===== config.mk =====
export PLATFORM = sky130hd
export DESIGN_NAME = json_token_lexer
export DESIGN_NICKNAME = d
export VERILOG_FILES = /design/src/hdl/jtl_pkg.sv /design/src/hdl/jtl_lexer.sv /design/src/hdl/json_token_lexer.sv
export SDC_FILE = /design/constraint.sdc
export NUM_CORES = 1
export LEC_CHECK = 0
export BUFFER_PORTS_ARGS = -buffer_cell sky130_fd_sc_hd__clkbuf_2
export CORE_MARGIN = 4
export CORE_UTILIZATION = 30
export CTS_CLUSTER_DIAMETER = 120
export CTS_CLUSTER_SIZE = 28
export DETAILED_ROUTE_END_ITERATION = 10
export PLACE_DENSITY = 0.46
export SETUP_SLACK_MARGIN = 0.02
export SLEW_MARGIN = 10
export SYNTH_ARGS = -nofsm -noshare
export SYNTH_HDL_FRONTEND = slang
export SYNTH_SLANG_ARGS = --single-unit

===== constraint.sdc =====
create_clock -name clock -period 8.43 [get_ports clock]
set_input_delay 0.843 -clock clock [delete_from_list [all_inputs] [get_ports clock]]
set_output_delay 0.843 -clock clock [all_outputs]
set_load 0.02 [all_outputs]

===== src/hdl/jtl_pkg.sv =====
`default_nettype none
package jtl_pkg;

   // result kinds
   localparam logic [1:0] KIND_TEXT = 2'd0;
   localparam logic [1:0] KIND_DONE = 2'd1;
   localparam logic [1:0] KIND_ERR  = 2'd2;
   localparam logic [1:0] KIND_END  = 2'd3;

   // token types
   localparam logic [3:0] TOK_NULL    = 4'd0;
   localparam logic [3:0] TOK_BOOL    = 4'd1;
   localparam logic [3:0] TOK_INTEGER = 4'd2;
   localparam logic [3:0] TOK_NUMBER  = 4'd3;
   localparam logic [3:0] TOK_STRING  = 4'd4;
   localparam logic [3:0] TOK_LBRACK  = 4'd5;
   localparam logic [3:0] TOK_RBRACK  = 4'd6;
   localparam logic [3:0] TOK_COMMA   = 4'd7;
   localparam logic [3:0] TOK_COLON   = 4'd8;
   localparam logic [3:0] TOK_LBRACE  = 4'd9;
   localparam logic [3:0] TOK_RBRACE  = 4'd10;

   // keyword selectors
   localparam logic [1:0] KW_TRUE  = 2'd0;
   localparam logic [1:0] KW_FALSE = 2'd1;
   localparam logic [1:0] KW_NULL  = 2'd2;

   // characters of interest
   localparam logic [7:0] CH_NUL    = 8'h00;
   localparam logic [7:0] CH_TAB    = 8'h09;
   localparam logic [7:0] CH_LF     = 8'h0a;
   localparam logic [7:0] CH_CR     = 8'h0d;
   localparam logic [7:0] CH_SPACE  = 8'h20;
   localparam logic [7:0] CH_QUOTE  = 8'h22;
   localparam logic [7:0] CH_COMMA  = 8'h2c;
   localparam logic [7:0] CH_MINUS  = 8'h2d;
   localparam logic [7:0] CH_DOT    = 8'h2e;
   localparam logic [7:0] CH_SLASH  = 8'h2f;
   localparam logic [7:0] CH_ZERO   = 8'h30;
   localparam logic [7:0] CH_NINE   = 8'h39;
   localparam logic [7:0] CH_COLON  = 8'h3a;
   localparam logic [7:0] CH_LBRACK = 8'h5b;
   localparam logic [7:0] CH_RBRACK = 8'h5d;
   localparam logic [7:0] CH_LBRACE = 8'h7b;
   localparam logic [7:0] CH_RBRACE = 8'h7d;
   localparam logic [7:0] CH_T      = 8'h74;
   localparam logic [7:0] CH_F      = 8'h66;
   localparam logic [7:0] CH_N      = 8'h6e;

   // scan modes, one-hot
   typedef enum logic [6:0] {
      MODE_IDLE    = 7'b0000001,
      MODE_SLASH   = 7'b0000010,
      MODE_COMMENT = 7'b0000100,
      MODE_STRING  = 7'b0001000,
      MODE_NUMBER  = 7'b0010000,
      MODE_KEYWORD = 7'b0100000,
      MODE_ERROR   = 7'b1000000
   } mode_type;

   typedef struct packed {
      mode_type   mode;
      logic       dot_seen;
      logic [1:0] kw_choice;
      logic [2:0] kw_pos;
   } scan_state_type;

   typedef struct packed {
      logic [1:0] kind;
      logic [3:0] token_type;
      logic [7:0] text_byte;
   } result_type;

   localparam scan_state_type STATE_RESET = '{
      mode: MODE_IDLE, dot_seen: 1'b0, kw_choice: KW_TRUE, kw_pos: 3'd0
   };

   // keyword letters by selector and position
   function automatic logic [7:0] kw_char(input logic [1:0] choice, input logic [2:0] pos);
      logic [7:0] c;
      c = 8'h00;
      case (choice)
         KW_TRUE: begin
            case (pos)
               3'd0: c = 8'h74;
               3'd1: c = 8'h72;
               3'd2: c = 8'h75;
               3'd3: c = 8'h65;
               default: c = 8'h00;
            endcase
         end
         KW_FALSE: begin
            case (pos)
               3'd0: c = 8'h66;
               3'd1: c = 8'h61;
               3'd2: c = 8'h6c;
               3'd3: c = 8'h73;
               3'd4: c = 8'h65;
               default: c = 8'h00;
            endcase
         end
         KW_NULL: begin
            case (pos)
               3'd0: c = 8'h6e;
               3'd1: c = 8'h75;
               3'd2: c = 8'h6c;
               3'd3: c = 8'h6c;
               default: c = 8'h00;
            endcase
         end
         default: c = 8'h00;
      endcase
      return c;
   endfunction

   function automatic logic [2:0] kw_len(input logic [1:0] choice);
      logic [2:0] l;
      case (choice)
         KW_TRUE:  l = 3'd4;
         KW_FALSE: l = 3'd5;
         KW_NULL:  l = 3'd4;
         default:  l = 3'd0;
      endcase
      return l;
   endfunction

   function automatic logic [3:0] kw_type(input logic [1:0] choice);
      logic [3:0] t;
      case (choice)
         KW_TRUE:  t = TOK_BOOL;
         KW_FALSE: t = TOK_BOOL;
         default:  t = TOK_NULL;
      endcase
      return t;
   endfunction

endpackage
`default_nettype wire


===== src/hdl/jtl_lexer.sv =====
`default_nettype none
// Next-state and result decode for one document byte or end mark.
module jtl_lexer (
   input  wire jtl_pkg::scan_state_type state,
   input  wire logic [7:0]              data_byte,
   input  wire logic                    end_of_data,
   output jtl_pkg::scan_state_type      state_next,
   output logic [1:0]                   res_count,
   output jtl_pkg::result_type          res0,
   output jtl_pkg::result_type          res1
);

   // outcome of a byte seen between tokens
   jtl_pkg::scan_state_type idle_state;
   logic                    idle_has;
   jtl_pkg::result_type     idle_res;

   logic       is_digit;
   logic       is_num_byte;
   logic [3:0] num_type;
   logic [3:0] num_type_upd;
   logic [2:0] kw_pos_inc;

   assign is_digit     = (data_byte >= jtl_pkg::CH_ZERO) && (data_byte <= jtl_pkg::CH_NINE);
   assign is_num_byte  = is_digit || (data_byte == jtl_pkg::CH_MINUS) ||
                         (data_byte == jtl_pkg::CH_DOT);
   assign num_type     = state.dot_seen ? jtl_pkg::TOK_NUMBER : jtl_pkg::TOK_INTEGER;
   assign num_type_upd = (state.dot_seen || (data_byte == jtl_pkg::CH_DOT)) ?
                         jtl_pkg::TOK_NUMBER : jtl_pkg::TOK_INTEGER;
   assign kw_pos_inc   = state.kw_pos + 3'd1;

   // between-token byte classification
   always_comb begin
      idle_state      = state;
      idle_state.mode = jtl_pkg::MODE_IDLE;
      idle_has        = 1'b1;
      idle_res        = '{kind: jtl_pkg::KIND_DONE, token_type: 4'd0, text_byte: 8'd0};
      case (data_byte)
         jtl_pkg::CH_SPACE, jtl_pkg::CH_TAB, jtl_pkg::CH_LF, jtl_pkg::CH_CR: begin
            idle_has = 1'b0;
         end
         jtl_pkg::CH_SLASH: begin
            idle_has        = 1'b0;
            idle_state.mode = jtl_pkg::MODE_SLASH;
         end
         jtl_pkg::CH_QUOTE: begin
            idle_has        = 1'b0;
            idle_state.mode = jtl_pkg::MODE_STRING;
         end
         jtl_pkg::CH_LBRACK: idle_res.token_type = jtl_pkg::TOK_LBRACK;
         jtl_pkg::CH_RBRACK: idle_res.token_type = jtl_pkg::TOK_RBRACK;
         jtl_pkg::CH_COMMA:  idle_res.token_type = jtl_pkg::TOK_COMMA;
         jtl_pkg::CH_COLON:  idle_res.token_type = jtl_pkg::TOK_COLON;
         jtl_pkg::CH_LBRACE: idle_res.token_type = jtl_pkg::TOK_LBRACE;
         jtl_pkg::CH_RBRACE: idle_res.token_type = jtl_pkg::TOK_RBRACE;
         jtl_pkg::CH_T, jtl_pkg::CH_F, jtl_pkg::CH_N: begin
            idle_state.mode = jtl_pkg::MODE_KEYWORD;
            idle_state.kw_pos = 3'd1;
            if (data_byte == jtl_pkg::CH_T) begin
               idle_state.kw_choice = jtl_pkg::KW_TRUE;
            end else if (data_byte == jtl_pkg::CH_F) begin
               idle_state.kw_choice = jtl_pkg::KW_FALSE;
            end else begin
               idle_state.kw_choice = jtl_pkg::KW_NULL;
            end
            idle_res.kind       = jtl_pkg::KIND_TEXT;
            idle_res.token_type = jtl_pkg::kw_type(idle_state.kw_choice);
            idle_res.text_byte  = data_byte;
         end
         default: begin
            if (is_digit || (data_byte == jtl_pkg::CH_MINUS)) begin
               idle_state.mode     = jtl_pkg::MODE_NUMBER;
               idle_state.dot_seen = 1'b0;
               idle_res.kind       = jtl_pkg::KIND_TEXT;
               idle_res.token_type = jtl_pkg::TOK_INTEGER;
               idle_res.text_byte  = data_byte;
            end else begin
               idle_state.mode = jtl_pkg::MODE_ERROR;
               idle_res.kind   = jtl_pkg::KIND_ERR;
            end
         end
      endcase
   end

   // main decode by scan mode
   always_comb begin
      state_next = state;
      res_count  = 2'd0;
      res0       = '{kind: jtl_pkg::KIND_ERR, token_type: 4'd0, text_byte: 8'd0};
      res1       = '{kind: jtl_pkg::KIND_END, token_type: 4'd0, text_byte: 8'd0};
      if (end_of_data) begin
         state_next = jtl_pkg::STATE_RESET;
         if (state.mode == jtl_pkg::MODE_NUMBER) begin
            res_count       = 2'd2;
            res0.kind       = jtl_pkg::KIND_DONE;
            res0.token_type = num_type;
         end else if (state.mode == jtl_pkg::MODE_SLASH ||
                      state.mode == jtl_pkg::MODE_COMMENT ||
                      state.mode == jtl_pkg::MODE_STRING ||
                      state.mode == jtl_pkg::MODE_KEYWORD) begin
            res_count = 2'd2;
         end else begin
            res_count = 2'd1;
            res0.kind = jtl_pkg::KIND_END;
         end
      end else begin
         case (state.mode)
            jtl_pkg::MODE_IDLE: begin
               state_next = idle_state;
               res_count  = {1'b0, idle_has};
               res0       = idle_res;
            end
            jtl_pkg::MODE_SLASH: begin
               if (data_byte == jtl_pkg::CH_SLASH) begin
                  state_next.mode = jtl_pkg::MODE_COMMENT;
               end else begin
                  state_next.mode = jtl_pkg::MODE_ERROR;
                  res_count       = 2'd1;
               end
            end
            jtl_pkg::MODE_COMMENT: begin
               if (data_byte == jtl_pkg::CH_LF || data_byte == jtl_pkg::CH_CR) begin
                  state_next.mode = jtl_pkg::MODE_IDLE;
               end else if (data_byte == jtl_pkg::CH_NUL) begin
                  state_next.mode = jtl_pkg::MODE_ERROR;
                  res_count       = 2'd1;
               end
            end
            jtl_pkg::MODE_STRING: begin
               if (data_byte == jtl_pkg::CH_QUOTE) begin
                  state_next.mode = jtl_pkg::MODE_IDLE;
                  res_count       = 2'd1;
                  res0.kind       = jtl_pkg::KIND_DONE;
                  res0.token_type = jtl_pkg::TOK_STRING;
               end else if (data_byte == jtl_pkg::CH_NUL) begin
                  state_next.mode = jtl_pkg::MODE_ERROR;
                  res_count       = 2'd1;
               end else begin
                  res_count       = 2'd1;
                  res0.kind       = jtl_pkg::KIND_TEXT;
                  res0.token_type = jtl_pkg::TOK_STRING;
                  res0.text_byte  = data_byte;
               end
            end
            jtl_pkg::MODE_NUMBER: begin
               if (is_num_byte) begin
                  state_next.dot_seen = state.dot_seen || (data_byte == jtl_pkg::CH_DOT);
                  res_count           = 2'd1;
                  res0.kind           = jtl_pkg::KIND_TEXT;
                  res0.token_type     = num_type_upd;
                  res0.text_byte      = data_byte;
               end else if (data_byte == jtl_pkg::CH_NUL) begin
                  state_next.mode = jtl_pkg::MODE_ERROR;
                  res_count       = 2'd1;
               end else begin
                  // number ends, terminating byte is handled as a fresh byte
                  state_next      = idle_state;
                  res_count       = idle_has ? 2'd2 : 2'd1;
                  res0.kind       = jtl_pkg::KIND_DONE;
                  res0.token_type = num_type;
                  res1            = idle_res;
               end
            end
            jtl_pkg::MODE_KEYWORD: begin
               if ((state.kw_pos < jtl_pkg::kw_len(state.kw_choice)) &&
                   (data_byte == jtl_pkg::kw_char(state.kw_choice, state.kw_pos))) begin
                  state_next.kw_pos = kw_pos_inc;
                  res0.kind         = jtl_pkg::KIND_TEXT;
                  res0.token_type   = jtl_pkg::kw_type(state.kw_choice);
                  res0.text_byte    = data_byte;
                  res1.kind         = jtl_pkg::KIND_DONE;
                  res1.token_type   = jtl_pkg::kw_type(state.kw_choice);
                  if (kw_pos_inc == jtl_pkg::kw_len(state.kw_choice)) begin
                     state_next.mode = jtl_pkg::MODE_IDLE;
                     res_count       = 2'd2;
                  end else begin
                     res_count = 2'd1;
                  end
               end else begin
                  state_next.mode = jtl_pkg::MODE_ERROR;
                  res_count       = 2'd1;
               end
            end
            default: begin
               // error mode: bytes are swallowed until the end mark
               res_count = 2'd0;
            end
         endcase
      end
   end

endmodule
`default_nettype wire


===== src/hdl/json_token_lexer.sv =====
`default_nettype none
// JSON token lexer.
// req channel: one document byte per transaction in req_tdata, or the end of
// the document when req_tlast is high (req_tdata is then ignored).
// rsp channel: token text bytes, token completions, errors and the document
// end; rsp_tuser gives the result kind, rsp_tlast marks the final result
// caused by one request transaction.
// A byte taken on req sits in the input register; its first result is loaded
// into the result register once the result buffer can take it, and is offered
// on rsp from there.
// Throughput: one request per cycle while rsp_tready is high, for bytes that
// cause zero or one result; a byte that causes two results (number or keyword
// end, end mark after an open token) holds the input register while the second
// result leaves from the two-entry result buffer.
// Reset returns the scanner to the idle state between tokens and empties
// both registers. When rsp_tready is low, results hold in the buffer and the
// input register fills; req_tready then drops until results drain.
module json_token_lexer (
   input  wire logic        clock,
   input  wire logic        reset,
   input  wire logic        req_tvalid,
   output logic             req_tready,
   input  wire logic [7:0]  req_tdata,   // [7:0] data_byte
   input  wire logic        req_tlast,   // end_of_data
   output logic             rsp_tvalid,
   input  wire logic        rsp_tready,
   output logic [15:0]      rsp_tdata,   // [3:0] token_type, [11:4] text_byte, [15:12] zero
   output logic [1:0]       rsp_tuser,   // [1:0] result_kind
   output logic             rsp_tlast    // last_of_run
);

   // input register
   logic       in_valid_ff, in_valid_in;
   logic [7:0] in_byte_ff,  in_byte_in;
   logic       in_end_ff,   in_end_in;

   // scanner state
   jtl_pkg::scan_state_type state_ff, state_in, state_next;

   // result buffer: slot 0 is presented, slot 1 waits behind it
   logic [1:0]          cnt_ff, cnt_in;
   jtl_pkg::result_type slot0_ff, slot0_in, slot1_ff, slot1_in;
   logic                last0_ff, last0_in;

   logic [1:0]          res_count;
   jtl_pkg::result_type res0, res1;
   logic                pop;
   logic [1:0]          cnt_after_pop;
   logic                in_move;

   jtl_lexer u_lexer (
      .state       (state_ff),
      .data_byte   (in_byte_ff),
      .end_of_data (in_end_ff),
      .state_next  (state_next),
      .res_count   (res_count),
      .res0        (res0),
      .res1        (res1)
   );

   // handshake control
   assign pop           = rsp_tvalid && rsp_tready;
   assign cnt_after_pop = cnt_ff - {1'b0, pop};
   assign in_move       = in_valid_ff && ((res_count == 2'd0) || (cnt_after_pop == 2'd0));
   assign req_tready    = !in_valid_ff || in_move;

   // input register next value
   always_comb begin
      in_valid_in = in_valid_ff;
      in_byte_in  = in_byte_ff;
      in_end_in   = in_end_ff;
      if (req_tvalid && req_tready) begin
         in_valid_in = 1'b1;
         in_byte_in  = req_tdata;
         in_end_in   = req_tlast;
      end else if (in_move) begin
         in_valid_in = 1'b0;
      end
   end

   // scanner state and result buffer next value
   always_comb begin
      state_in = state_ff;
      cnt_in   = cnt_after_pop;
      slot0_in = slot0_ff;
      slot1_in = slot1_ff;
      last0_in = last0_ff;
      if (pop && cnt_ff == 2'd2) begin
         slot0_in = slot1_ff;
         last0_in = 1'b1;
      end
      if (in_move) begin
         state_in = state_next;
         if (res_count != 2'd0) begin
            cnt_in   = res_count;
            slot0_in = res0;
            slot1_in = res1;
            last0_in = (res_count == 2'd1);
         end
      end
   end

   // control registers
   always_ff @(posedge clock) begin
      if (reset) begin
         in_valid_ff <= 1'b0;
         state_ff    <= jtl_pkg::STATE_RESET;
         cnt_ff      <= 2'd0;
      end else begin
         in_valid_ff <= in_valid_in;
         state_ff    <= state_in;
         cnt_ff      <= cnt_in;
      end
   end

   // payload registers
   always_ff @(posedge clock) begin
      in_byte_ff <= in_byte_in;
      in_end_ff  <= in_end_in;
      slot0_ff   <= slot0_in;
      slot1_ff   <= slot1_in;
      last0_ff   <= last0_in;
   end

   // result outputs
   assign rsp_tvalid = (cnt_ff != 2'd0);
   assign rsp_tdata  = {4'd0, slot0_ff.text_byte, slot0_ff.token_type};
   assign rsp_tuser  = slot0_ff.kind;
   assign rsp_tlast  = last0_ff;

endmodule
`default_nettype wire


Word-level counts from Yosys, hierarchy flattened

Cells that the tools add are included.

Logic and storage cells: 188
Bits in registers: 54

Mux-type cells: 85
Bitwise operators: 1
Magnitude comparators: 3
Equality and inequality tests: 39
Reduce and logical (&&, ||, !) cells: 43
Add/sub/neg operators: 2

Operator list:

| kind               | number |
|---|---|
| $mux 14            | 7 |
| $mux 7             | 9 |
| $eq 8x6->1 const B | 7 |
| $eq 8x7->1 const B | 7 |
| $pmux 14 s4        | 1 |
| $pmux 7 s4         | 2 |
| $pmux 7 s6         | 1 |
| $mux 8             | 5 |
| $mux 6             | 6 |
| $pmux 7 s5         | 1 |
| $mux 2             | 16 |
| $pmux 4 s8         | 1 |
| $eq 8x4->1 const B | 3 |
| $pmux 8 s3         | 1 |
| $pmux 7 s3         | 1 |
| $mux 3             | 6 |
| $mux 1             | 16 |
| $pmux 8 s2         | 1 |
| $reduce_or 15->1   | 1 |
| $mux 13            | 1 |
| $pmux 2 s6         | 1 |
| $pmux 3 s2         | 2 |
| $pmux 6 s2         | 1 |
| $reduce_or 12->1   | 1 |
| 46 further kinds   | 75 |

Logic depth before layout (Yosys ltp)

Gate-level depths: netlist of run 1.

Depth in word-level cells: 22
Depth in mapped cells: 14
Depth with buffers taken out: 11

By module

From an unflattened synthesis of run 1, not the netlist that was laid out.

Cells, all modules: 466
Area, all modules: 3911.3 um^2

By module, submodules not included:

| module           | instances | cells each | area each (um^2) | sequential area each (um^2) |
|---|---|---|---|---|
| json_token_lexer | 1         | 162        | 2038.2           | 1311.3 |
| jtl_lexer        | 1         | 304        | 1873.0           | 0.0 |

Worst setup path after synthesis of run 1

Ideal clock, no wire load.

Path type: register to output
Start point: register state_ff[0] (netlist bit)
End point: output req_tready
Stages on the path, launching flop included: 11
Path slack: 5017 ps
Required time: 7587 ps
Data arrival time: 2570 ps
Buffers on the path: 0
Path through: dfxtp_1 -> inv_1 -> ha_1 -> or2_0 -> o311a_1 -> or4_4 -> a221oi_4 -> a21oi_2 -> o21ai_4 -> nand2_1 -> nand2_1

Word-level cells in the longest chain between the ends: 15

RTL lines:

| item                      | RTL line                                     | source |
|---|---|---|
| from (decl)               | json_token_lexer.sv:38                       | `jtl_pkg::scan_state_type state_ff, state_in, state_next;` |
| from (signal assigned)    | json_token_lexer.sv:107                      | `state_ff <= jtl_pkg::STATE_RESET;` |
| from (signal assigned)    | json_token_lexer.sv:111                      | `state_ff <= state_in;` |
| $eq 3x2->1                | jtl_pkg.sv:84, jtl_pkg.sv:93, jtl_pkg.sv:103 |  |
| $reduce_or 2->1 (no line) | --                                           |  |
| $pmux 7 s3                | jtl_pkg.sv:103                               | `case (pos)` |
| $pmux 8 s3                | jtl_pkg.sv:82                                | `case (choice)` |
| $mux 8                    | jtl_lexer.sv:107                             | `case (state.mode)` |
| $mux 8                    | jtl_lexer.sv:91                              | `if (end_of_data) begin` |
| $eq 8x8->1                | jtl_lexer.sv:166                             | `(data_byte == jtl_pkg::kw_char(state.kw_choice, state.kw_pos))) begin` |
| $logic_and 1x1->1         | jtl_lexer.sv:165                             | `if ((state.kw_pos < jtl_pkg::kw_len(state.kw_choice)) &&` |
| $mux 2 (*)                | jtl_lexer.sv:165                             |  |
| $pmux 2 s6 (*)            | jtl_lexer.sv:107                             |  |
| $mux 2 (*)                | jtl_lexer.sv:91                              |  |
| $logic_not 2->1 (*)       | json_token_lexer.sv:64                       | `assign in_move = in_valid_ff && ((res_count == 2'd0) \|\| (cnt_after_pop == 2'd0));` |
| $logic_or 1x1->1 (*)      | json_token_lexer.sv:64                       |  |
| $logic_and 1x1->1 (*)     | json_token_lexer.sv:64                       |  |
| $logic_or 1x1->1 (*)      | json_token_lexer.sv:65                       | `assign req_tready = !in_valid_ff \|\| in_move;` |
| to (decl)                 | json_token_lexer.sv:22                       | `output logic req_tready,` |

Mark *: on every way between the ends. The rest lies on a longest branch, timed or not. The select of a mux whose other input is x is not followed.

Worst setup path after layout of run 1

Same ends and word-level chain as after synthesis.

==> impl_metrics.toml, run 1 <==
[flow_run]
cap_violations = 0

[synthesis]
yosysTopAreaCellShare_pct = 18.38
yosysUniqueCellTypes = 81
synth_ff_type = "dfxtp_1"
synth.top_cells.by_count = "o21ai_0 (42), nor2_1 (38), dfxtp_1 (31)"
synth_area_leaders = "edfxtp_1 (18%), dfxtp_1 (17%), o21ai_0 (5.6%)"
synthArstFlopShare_pct = 0
avgSynthCellArea_sq_um = 8.638
ys_seq_elements = 54
yosysMostFrequentCell = "o21ai_0"
yosys_warnings = 0
post-synth-top-area-cell = "edfxtp_1"
ys_seq_area_share_pct = 34.90
postSynthCellCount = 435
synth_edf_count = 23
syn_area_sq_um = 3757

[clock_tree]
cts_hold_buffers = 0
ctsHtreeMaxLevel = 2
clk_latency_ps = 310
cts_buffers = 5
cts_tree = "built"
ctsResizeCount = 0
cts_root_buf = "clkbuf_16"
post-cts-setup-buffer-count = 0
clockBufferDepth = 2
cts_sinks = 54
clkTransAtPathRegs_ps = 80

[detailed_routing]
drc = 0
viasPerCell = 5.333
firstDrtPassIters = 4
drt_iter0_markers = 242
vias = 3248
wl_per_cell_um = 16.37
ant_nets = 0
routed_wl_mm = 9.970

[global_routing]
grt_pass1_vias = 3037
grt_use_total_pct = 14.05
overflow = 0
antenna_found_initial = 0
grt_pass1_wl_mm = 16.30
grt_max_degree = 43

[worst_setup_path]
end_kind = "output pin"
startpoint = "state_ff[0]$_SDFFE_PP0P_"
critPathLaunchType = "flop"
r2r_start = "state_ff[0]$_SDFFE_PP0P_"
critPathRequiredTime_ps = 7590
worstPathMaxFanout = 6
critPathKind = "reg2out"
ff2ff_setup_slack_ps = 4490
cp_data_arrival_time_ps = 3240

[placement]
port_buffers = 29
gp_congestion = 0.8676
dp_hpwl_mm = 7.266
post-place-cells = 601
pre_cts_ws_ps = 4496

[die]
die_h_um = 119.9
die_w_um = 119.9
fp.coreArea_sq_um = 12110
initial_core_util_pct = 31.02
io_pins = 34
die_area_sq_um = 14380
row_count = 40

[sta]
rsz0062_at_grt = "false"
finalClockSkew_ps = 10.04
hold_violations = 0
fin_tns_setup_ps = 0
clock.fmax_mhz = 244.9
fin_crit_sh_pct = 48.43
tightest_slew_ps = 1156
fin_crit_ps = 4083
slew_viol_final = 0
report.final.setup_viol = 0
relSlewSlack_pct = 22.93
timing.final.ws_setup_ps = 4347

[cells_and_area]
regArea_sq_um = 1311
fill_cells = 1316
num-nets-final = 461
layout-drive-gt1-share_pct = 14.74
final_util_pct = 34.06
multiInputGateArea_sq_um = 2233
num_antenna_cells = 0
fin_cells = 609
synthToLayoutAreaGrowth_pct = 9.790

[power_and_ir_drop]
vdd_ir_drop_max_mv = 0.08103
powerDensity_nw_per_um2 = 240.3
leakagePower_uw = 0.001508

[hold_path]
hp-class = "reg2reg"
hold_start = "slot1_ff[13]$_SDFFCE_PP1P_"

[outcome]
status = "finished, final reports clean"
## kinds of logic after synthesis
logic type               Yosys count  synth area share, %
AND/OR/NAND/NOR                  179                27.64
AO/OA/AOI/OAI                    118                21.65
flip-flops                        54                34.90
buffers and inverters             50                6.460
multiplexers                      18                4.961
adder cells (fa/ha/maj)            8                2.664
XOR/XNOR                           7                1.632
other                              1              0.09980
## power by group
| group | internal, uW | switching, uW |
|---|---|---|
| registers | 337 | 55.4 |
| clock network | 142 | 107 |
| logic | 126 | 224 |
| total | 605 | 387 |
## through the flow
| stage | instance area [sq um] | total power [uW] | hold slack [ps] |
|---|---|---|---|
| after global routing | 4125 | 1056 | 540.8 |
| after floorplan | 3776 | 666.4 | 477.4 |
| final | 4125 | 991.2 | 515.4 |
| after detailed placement | 3953 | 752.1 | 502.0 |
| after CTS | 4125 | 1004 | 519.0 |
| after global placement | 3953 | 749.2 | 492.1 |
## layer usage
layer / wire [um] / vias up / GRT usage (%)
met4: 273 / 0 / 5.941
met1: 4777 / 1533 / 19.56
met2: 4378 / 89 / 21.07
met3: 542 / 17 / 2.875
li1: - / 1609 / -
met5: 0 / - / 0
## flip-flops by register name (all words and copies together), names as in the netlist
name         count
cnt_ff           2
in_end_ff        1
slot1_ff        14
rsp_tdata       12
state_ff        13
rsp_tlast        1
in_byte_ff       8
in_valid_ff      1
rsp_tuser        2
## cell type report
class / instances / share of cell area, %
multi-input cells: 336 / 54.14
flip-flops and latches: 54 / 31.79
well taps: 168 / 5.096
repair buffers: 29 / 3.518
clock buffers: 5 / 3.033
inverters: 14 / 1.274
clock inverters: 3 / 1.153
## cell usage in the layout (no fill, tap or decap), types with 4 or more instances in the layout
cell type  instances
ha_1               8
nor3_1            12
o31ai_1            4
nor2_1            38
a21oi_1           21
nand2_1           24
edfxtp_1          23
or3_1              7
mux2i_1           13
nand2b_1          12
and2_1             8
dfxtp_1           31
o21ai_0           42
xnor2_1            5
nand3_1           18
nor4_1             5
nor2b_1           12
clkbuf_2          29
a211oi_1           4
nand3b_1           4
inv_1             14
conb_1             6
or4_1              5
clkbuf_16          5
## worst max-delay path: stages, from the launching register on
cell and delay, ps:
dfxtp_1 380, inv_1 110, ha_1 260, or2_0 230, o311a_1 320, or4_4 440, a221oi_4 390, a21oi_2 160
o21ai_4 270, nand2_1 100, nand2_1 100, clkbuf_2 170
## final timing paths
path / to / cells past startpoint
worst max-delay path: req_tready / 11
worst min-delay path: rsp_tuser[1]$_DFF_P_ / 2
worst max register to register: in_byte_ff[6]$_DFFE_PP_ / 10
worst min register to register: rsp_tuser[1]$_DFF_P_ / 2
(Power assumes the default switching activity.)
==> run 2, diff against run 1 <==
clock period = 4.2 ns   (was 8.43 ns; I/O delays follow)
==> run 2 against run 1 <==
Total power increased by 96%. Cell area up 0.73%. Clock power increased by 72%. Largest power group unchanged. Highest routed layer unchanged.
==> impl_metrics.toml, run 2 (synthesis gave the netlist of run 1 again) <==
[worst_setup_path]
critPathKind = "reg2out"
startpoint = "state_ff[0]$_SDFFE_PP0P_"
end_kind = "output pin"
worstPathMaxFanout = 5
r2r_cells = 11
r2r_start = "state_ff[0]$_SDFFE_PP0P_"
critPathRequiredTime_ps = 3780
cp_data_arrival_time_ps = 3240
crit_end = "req_tready"
critPathLaunchType = "flop"
ff2ff_setup_slack_ps = 580
r2r_end = "state_ff[0]$_SDFFE_PP0P_"

[cells_and_area]
fin_cells = 617
num_antenna_cells = 0
fill_cells = 1317
final_common_cell = "o21ai_0"
layout_common_cells = "o21ai_0 (42), nor2_1 (38), dfxtp_1 (31)"
layout-drive-gt1-share_pct = 16.04
largest_reg_flops = 14
synthToLayoutAreaGrowth_pct = 10.59
num-nets-final = 469
top_register = "slot1_ff"

[power_and_ir_drop]
vdd_ir_drop_max_mv = 0.1575
leakagePower_uw = 0.001537
powerDensity_nw_per_um2 = 466.6

[clock_tree]
cts_sinks = 54
clockBufferDepth = 2
cts_root_buf = "clkbuf_16"
ctsHtreeMaxLevel = 2
post-cts-setup-buffer-count = 0
cts_tree = "built"
cts_hold_buffers = 0
clkTransAtPathRegs_ps = 80
cts_buffers = 5
clk_latency_ps = 300
ctsResizeCount = 0

[sta]
slew_viol_final = 0
tightest_slew_ps = 894.8
finalClockSkew_ps = 7.971
hold_violations = 0
rsz0062_at_grt = "false"
fin_crit_sh_pct = 87.15
report.final.setup_viol = 0
fin_tns_setup_ps = 0
clock.fmax_mhz = 273.2
relSlewSlack_pct = 40.18
fin_crit_ps = 3660

[hold_path]
min_path_cells = 1
hp-class = "in2reg"

[die]
io_pins = 34
initial_core_util_pct = 31.02
die_w_um = 119.9
row_count = 40
die_area_sq_um = 14380
fp.coreArea_sq_um = 12110
die_h_um = 119.9

[detailed_routing]
viasPerCell = 5.303
routed_wl_mm = 10.20
vias = 3272
firstDrtPassIters = 5
drc = 0
ant_nets = 0
drt_iter0_markers = 303
wl_per_cell_um = 16.53

[placement]
gp_congestion = 0.8330
post-place-cells = 609
port_buffers = 29
dp_hpwl_mm = 7.498

[global_routing]
overflow = 0
grt_pass1_wl_mm = 16.60
grt_use_total_pct = 14.28
grt_max_degree = 43
antenna_found_initial = 0
grt_pass1_vias = 3129

[flow_run]
cap_violations = 0

[outcome]
status = "finished, final reports clean"
-- run 2: cell count changes in the layout (fill, tap and decap cells not counted) --
cell,delta
clkbuf_1,+1
clkinv_4,-1
clkinv_2,+1
bufinv_16,-1
buf_4,+8
-- run 2: area by class of cell --
cell class                      count  area (sq um)  share of cell area, %
Clock buffer                        6         128.9                  3.101
Clock inverter                      2         13.76                 0.3312
Inverter                           14         52.55                  1.265
Multi-Input combinational cell    336          2233                  53.75
Sequential cell                    54          1311                  31.56
Tap cell                          168         210.2                  5.059
Timing Repair Buffer               37         205.2                  4.938
-- run 2: metal layers --
layer  vias up  global-route usage, %  share of wire (%)  wire [um]
met4         0                  3.293               0.94         96
met2        89                  22.66                 45       4579
li1       1624                      -                  -          -
met3         7                  2.451                4.3        441
met5         -                      0                  0          0
met1      1552                  20.25                 50       5082
-- run 2: where the power goes --
group | total, uW | switching [uW] | internal (uW)
Sequential | 771 | 97.3 | 674
Clock | 429 | 206 | 223
Combinational | 738 | 467 | 271
-- run 2: worst min-delay path by stage --
stage,slack [ps],to,from
after floorplan,480,state_ff[5]$_SDFFE_PP0P_,state_ff[5]$_SDFFE_PP0P_
after global placement,490,rsp_tlast$_DFF_P_,rsp_tlast$_DFF_P_
after detailed placement,480,rsp_tlast$_DFF_P_,rsp_tlast$_DFF_P_
after CTS,280,in_byte_ff[7]$_DFFE_PP_,req_tdata[7]
after global routing,280,in_byte_ff[7]$_DFFE_PP_,req_tdata[7]
final,290,in_byte_ff[7]$_DFFE_PP_,req_tdata[7]
-- run 2: worst max-delay path, stage by stage (launching register included) --
cell,delay (ps)
dfxtp_1,390
inv_1,110
ha_1,260
or2_0,260
o311a_1,320
or4_4,440
a221oi_4,390
a21oi_2,160
o21ai_4,260
nand2_1,100
nand2_1,90
clkbuf_2,170
-- run 2: stage by stage --
stage	setup WS [ps]	utilization [%]	total power (uW)	hold slack, ps	instance area, sq um
after floorplan	923.1	-	1338	477.4	3776
after detailed placement	591.6	33.13	1528	476.1	4013
after global placement	666.4	33.13	1525	486.4	4013
after global routing	298.2	34.31	2076	281.3	4155
after CTS	525.3	34.31	1963	284.8	4155
final	539.7	34.31	1939	288.6	4155
